### src/sv/wlo_pkg.sv
// Shared types, constants and lookup function of the wavetable oscillator.
package wlo_pkg;

    localparam int TABLE_DEPTH    = 4096;
    localparam int ADDR_BITS      = $clog2(TABLE_DEPTH);
    localparam int SAMPLE_BITS    = 16;
    localparam int FRAC_BITS      = 16;
    localparam int LEN_BITS       = ADDR_BITS + 1;
    localparam int PHASE_BITS     = ADDR_BITS + FRAC_BITS;
    localparam int STEP_BITS      = PHASE_BITS + 1;
    localparam int BASE_BITS      = 29;
    localparam int GAIN_BITS      = 17;
    localparam int NOTE_BITS      = 7;
    localparam int VEL_BITS       = 8;
    localparam int OP_BITS        = 3;
    localparam int ROM_BITS       = 17;
    localparam int PROD_BITS      = BASE_BITS + ROM_BITS;
    localparam int ACC_BITS       = SAMPLE_BITS + FRAC_BITS + 1;
    localparam int LERP_BITS      = ACC_BITS + 1;
    localparam int MIX_BITS       = ACC_BITS + GAIN_BITS + 1;
    localparam int CNT_BITS       = $clog2(PHASE_BITS);
    localparam int CFG_INDEX_BITS = 1;
    localparam int CFG_DATA_BITS  = BASE_BITS;
    localparam int CMD_DEPTH      = 2;
    localparam int OUT_DEPTH      = 2;

    localparam logic [LEN_BITS-1:0]  LENGTH_RESET = LEN_BITS'(4096);
    localparam logic [BASE_BITS-1:0] BASE_RESET   = BASE_BITS'(2460658);
    localparam logic [LEN_BITS-1:0]  LEN_MIN      = LEN_BITS'(2);
    localparam logic [LEN_BITS-1:0]  LEN_MAX      = LEN_BITS'(TABLE_DEPTH);

    localparam int VEL_MAX     = 127;
    localparam int GAIN_MULT   = 258;
    localparam int GAIN_BIAS   = 63;
    localparam int NOTE_OFFSET = 3;
    localparam int OCT_RECIP   = 43;
    localparam int OCT_SHIFT   = 9;
    localparam int OCT_BIAS    = 6;
    localparam int SH_BASE     = FRAC_BITS + OCT_BIAS;

    typedef enum logic [OP_BITS-1:0] {
        OP_WRITE    = 3'd0,
        OP_NOTE_ON  = 3'd1,
        OP_NOTE_OFF = 3'd2,
        OP_SILENCE  = 3'd3,
        OP_TICK     = 3'd4
    } op_t;

    typedef enum logic [CFG_INDEX_BITS-1:0] {
        CFG_TABLE_LENGTH   = 1'b0,
        CFG_BASE_INCREMENT = 1'b1
    } cfg_index_t;

    typedef struct packed {
        logic [OP_BITS-1:0]            operation;
        logic [ADDR_BITS-1:0]          table_address;
        logic signed [SAMPLE_BITS-1:0] table_value;
        logic [NOTE_BITS-1:0]          note;
        logic [VEL_BITS-1:0]           velocity;
    } request_t;

    typedef struct packed {
        logic signed [SAMPLE_BITS-1:0] sample;
        logic                          sounding;
        logic                          key_held;
    } result_t;

    typedef struct packed {
        op_t                           op;
        logic [ADDR_BITS-1:0]          addr;
        logic signed [SAMPLE_BITS-1:0] value;
        logic [NOTE_BITS-1:0]          note;
        logic [VEL_BITS-1:0]           velocity;
    } cmd_t;

    function automatic logic [ROM_BITS-1:0] semitone(input logic [3:0] s);
        logic [ROM_BITS-1:0] r;
        case (s)
            4'd0:    r = 17'd65536;
            4'd1:    r = 17'd69433;
            4'd2:    r = 17'd73562;
            4'd3:    r = 17'd77936;
            4'd4:    r = 17'd82570;
            4'd5:    r = 17'd87480;
            4'd6:    r = 17'd92682;
            4'd7:    r = 17'd98193;
            4'd8:    r = 17'd104032;
            4'd9:    r = 17'd110218;
            4'd10:   r = 17'd116772;
            4'd11:   r = 17'd123715;
            default: r = 17'd65536;
        endcase
        return r;
    endfunction

endpackage

### src/sv/wlo_front.sv
// Front end: accepts request transactions, drops unknown operations, queues commands.
module wlo_front
    import wlo_pkg::*;
(
    input  logic     clk,
    input  logic     rst_n,
    input  logic     push,
    output logic     full,
    input  request_t request,
    output logic     cmd_valid,
    output cmd_t     cmd,
    input  logic     cmd_pop
);

    localparam int PTR_BITS   = $clog2(CMD_DEPTH);
    localparam int COUNT_BITS = $clog2(CMD_DEPTH + 1);

    cmd_t                  queue_reg [CMD_DEPTH];
    logic [PTR_BITS-1:0]   wr_reg, wr_next;
    logic [PTR_BITS-1:0]   rd_reg, rd_next;
    logic [COUNT_BITS-1:0] count_reg, count_next;
    logic                  known;
    logic                  store;
    cmd_t                  entry;

    always_comb
    begin
        case (op_t'(request.operation))
            OP_WRITE, OP_NOTE_ON, OP_NOTE_OFF, OP_SILENCE, OP_TICK: known = 1'b1;
            default:                                                known = 1'b0;
        endcase
    end

    assign full      = (count_reg == COUNT_BITS'(CMD_DEPTH));
    assign store     = push && !full && known;
    assign cmd_valid = (count_reg != '0);
    assign cmd       = queue_reg[rd_reg];

    assign entry.op       = op_t'(request.operation);
    assign entry.addr     = request.table_address;
    assign entry.value    = request.table_value;
    assign entry.note     = request.note;
    assign entry.velocity = request.velocity;

    always_comb
    begin
        wr_next    = store ? wr_reg + 1'b1 : wr_reg;
        rd_next    = cmd_pop ? rd_reg + 1'b1 : rd_reg;
        count_next = count_reg;
        if (store && !cmd_pop)
        begin
            count_next = count_reg + 1'b1;
        end
        else if (!store && cmd_pop)
        begin
            count_next = count_reg - 1'b1;
        end
    end

    always_ff @(posedge clk or negedge rst_n)
    begin
        if (!rst_n)
        begin
            wr_reg    <= '0;
            rd_reg    <= '0;
            count_reg <= '0;
        end
        else
        begin
            wr_reg    <= wr_next;
            rd_reg    <= rd_next;
            count_reg <= count_next;
        end
    end

    always_ff @(posedge clk)
    begin
        if (store)
        begin
            queue_reg[wr_reg] <= entry;
        end
    end

endmodule

### config.mk
export PLATFORM = sky130hd
export DESIGN_NAME = wlo_front
export DESIGN_NICKNAME = d
export VERILOG_FILES = /design/src/sv/wlo_pkg.sv /design/src/sv/wlo_front.sv
export SDC_FILE = /design/constraint.sdc
export NUM_CORES = 1
export LEC_CHECK = 0
export ABC_AREA = 1
export BUFFER_PORTS_ARGS = -buffer_cell sky130_fd_sc_hd__buf_2
export CORE_AREA = 5 5 102 94
export DETAILED_ROUTE_END_ITERATION = 6
export DIE_AREA = 0 0 107 99
export PLACE_DENSITY = 0.68
export SETUP_SLACK_MARGIN = 0.15
export SLEW_MARGIN = 10
export SYNTH_ARGS = -nofsm -noshare
export SYNTH_HDL_FRONTEND = slang
export SYNTH_SLANG_ARGS = --single-unit
### constraint.sdc
create_clock -name clk -period 3.6 [get_ports clk]
set_input_delay 0.18 -clock clk [delete_from_list [all_inputs] [get_ports clk]]
set_output_delay 0.18 -clock clk [all_outputs]
set_load 0.02 [all_outputs]
==> results.cfg <==
[clock_network]
clock_latency_ns = 0.36
cts_resized = 0
cts_sinks = 96
h-tree-depth = 3
cts_buffers = 9
cts-root-buf = clkbuf_8
path_clk_slew_ns = 0.09
tritoncts = built
clk_path_buf_depth = 2

[power_and_ir_drop]
cellPowerDensity_mw_per_mm2 = 698.5
ir_worst_vdd_mv = 0.4238
leakage_nw = 1.915

[final_layout]
drive_gt1_frac = 0.5255
largest_reg_flops = 92
insertedDiodeCount = 0
finish.utilization = 0.5655
layout.nets = 360
fin_cells = 416
fill_cells = 689
register_area_mm2 = 0.002864
syn2layout_area_growth_pct = 29.52
multiInputGateArea_um2 = 732.0

[placement]
dp.cells = 371
hpwl_um = 4296
place_ws_ns = 1.624
numPortBuffers = 97
place_congestion = 0.7378

[logic_synthesis]
async_flop_share = 0.04167
yosys-top-cells-count = edfxtp_1 (92), mux2_4 (30), mux2_2 (16), inv_1 (9), nand2_1 (8)
synth_area_leader_cell = edfxtp_1
synth-xor-area-share = 0.004772
yosysMostFrequentCell = edfxtp_1
syn_avg_cell_area_um2 = 21.10
synth_compound_area_frac = 0.002727
synth_mux_area_frac = 0.1718
yosys.area_share.simple = 0.01466
synth_nets = 225
synth_cell_types = 16
synth.area.top_cells = edfxtp_1 (75%), mux2_4 (12%), mux2_2 (4.9%)
ys_seq_area_frac = 0.7798
yosys_warnings = 0
ys_ff_latch = 96
syn_area_mm2 = 0.003671
synth_ff_type = edfxtp_1
synth_fa_ha_area_frac = 0.003408
synth_cells = 174
synth_top_family_by_area = multiplexers
synth_edf_count = 92
synth.top_cell.area_share = 0.7526

[detailed_routing]
ant_nets = 0
via_count = 1945
drt_iter0_drc = 43
drc = 0
wirelength_um = 6253
avgViaCountPerCell = 4.675
detail_route.wl_per_cell_um = 15.03
drt_pass1_iterations = 4

[die]
initial_core_util = 0.4366
fp-row-count = 32
design.core.area_mm2 = 0.008408
ios = 98
die_area_mm2 = 0.01059
die_height_um = 99
die_w_um = 107

[critical_path]
critPathLaunchType = flip-flop
worstPathRequired_ns = 3.42
critPathCaptureType = output port
crit_path_max_fanout = 22
crit_type = flip-flop to output port
worst_ep_arrival_time_ns = 2.10

[sta]
rsz0062_at_grt = false
fin_ws_ns = 1.324
hold_viol = 0
worst_pin_slew_ns = 1.005
slew_violations = 0
setup_viol = 0
fin_setup_tns_ns = 0
min_period_ns = 2.276
finClkSkew_ns = 0.01228
fin_crit_sh = 0.6322
fmax_ghz = 0.4394
max-slew-margin-rel = 0.3291

[worst_hold_path]
min_path_type = input port to flip-flop

[outcome]
status = completed

[flow_run]
maxCapViolations = 0

[global_route]
grt-ovfl-total = 0
grt_pass1_wl_um = 9742
grt_pass1_vias = 2036
antenna_found_initial = 0
grt_max_degree = 47
gr-usage-all-layers = 0.1198
[placed cells by master (no fill, tap or decap), drive strengths merged]
master         n
inv           12
clkinv         4
clkbuf         9
a21oi          1
mux2          46
xnor2          1
edfxtp        92
nand4          1
ha             1
nand2          8
dlygate4sd3   29
buf          100
nand3          2
o21ai          1
nor2           2
dfrtp          4
xor2           1
[final timing paths]
path                                    end  cells after the start         start  slack [ns]
max in group asynchronous            rd_reg                      2         rst_n        3.30
hold / removal              queue_reg[1][1]                      1    request[1]        0.02
min in group asynchronous            wr_reg                      2         rst_n        0.16
setup / recovery                    cmd[41]                      3        rd_reg        1.32
setup reg to reg           queue_reg[1][37]                      5  count_reg[0]        1.61
hold reg to reg                      wr_reg                      2        wr_reg        0.50
[routing by layer]
layer	vias up	track usage	part of all wire
met5	-	0	0
met4	0	0.05310	0.013
met3	8	0.03405	0.060
met2	62	0.1941	0.48
met1	941	0.1503	0.44
li1	934	-	-
[cell type report]
cell class / instances / area share
tap: 102 / 0.02684
clock inverter: 7 / 0.01316
clock buffer: 9 / 0.02605
timing repair buffer: 129 / 0.1705
sequential: 96 / 0.6024
inverter: 9 / 0.007105
multi-input combinational: 64 / 0.1539
[report_power, final]
group,total (mW),leakage [nW],switching (mW),internal (mW)
Sequential,1.53,0.892,0.102,1.43
Clock,0.644,0.0976,0.378,0.265
Combinational,1.15,0.926,0.620,0.526
Total,3.32,1.92,1.10,2.22
[cells by family (layout without fill, tap and decap cells)]
| group | Yosys count | after routing |
|---|---|---|
| compound gates | 2 | 2 |
| xor+xnor | 2 | 2 |
| fa+ha+maj | 1 | 1 |
| buf+inv | 14 | 154 |
| flops | 96 | 96 |
| mux | 46 | 46 |
| simple gates | 13 | 13 |
[through the flow]
stage	total power, mW	hold slack, ns	area [um2]
2_1_floorplan	2.393	-0.1156	3671
4_1_cts	3.370	0.0001674	4674
5_1_grt	3.489	0.0004189	4755
6_report	3.321	0.02203	4755
3_3_place_gp	2.685	-0.007466	4278
3_5_place_dp	2.704	-0.003891	4278
[worst max-delay path: stages, from the launching register on]
cell and delay (ns):
dfrtp_2 0.76, buf_4 0.43, mux2_2 0.39, buf_2 0.16
[what timing repair did]
item                                   in CTS  in global routing
buffers inserted                            0                  0
endpoints found under the hold margin      42                 15
hold buffers                               21                  8
Power figures use the tool's default switching activity.
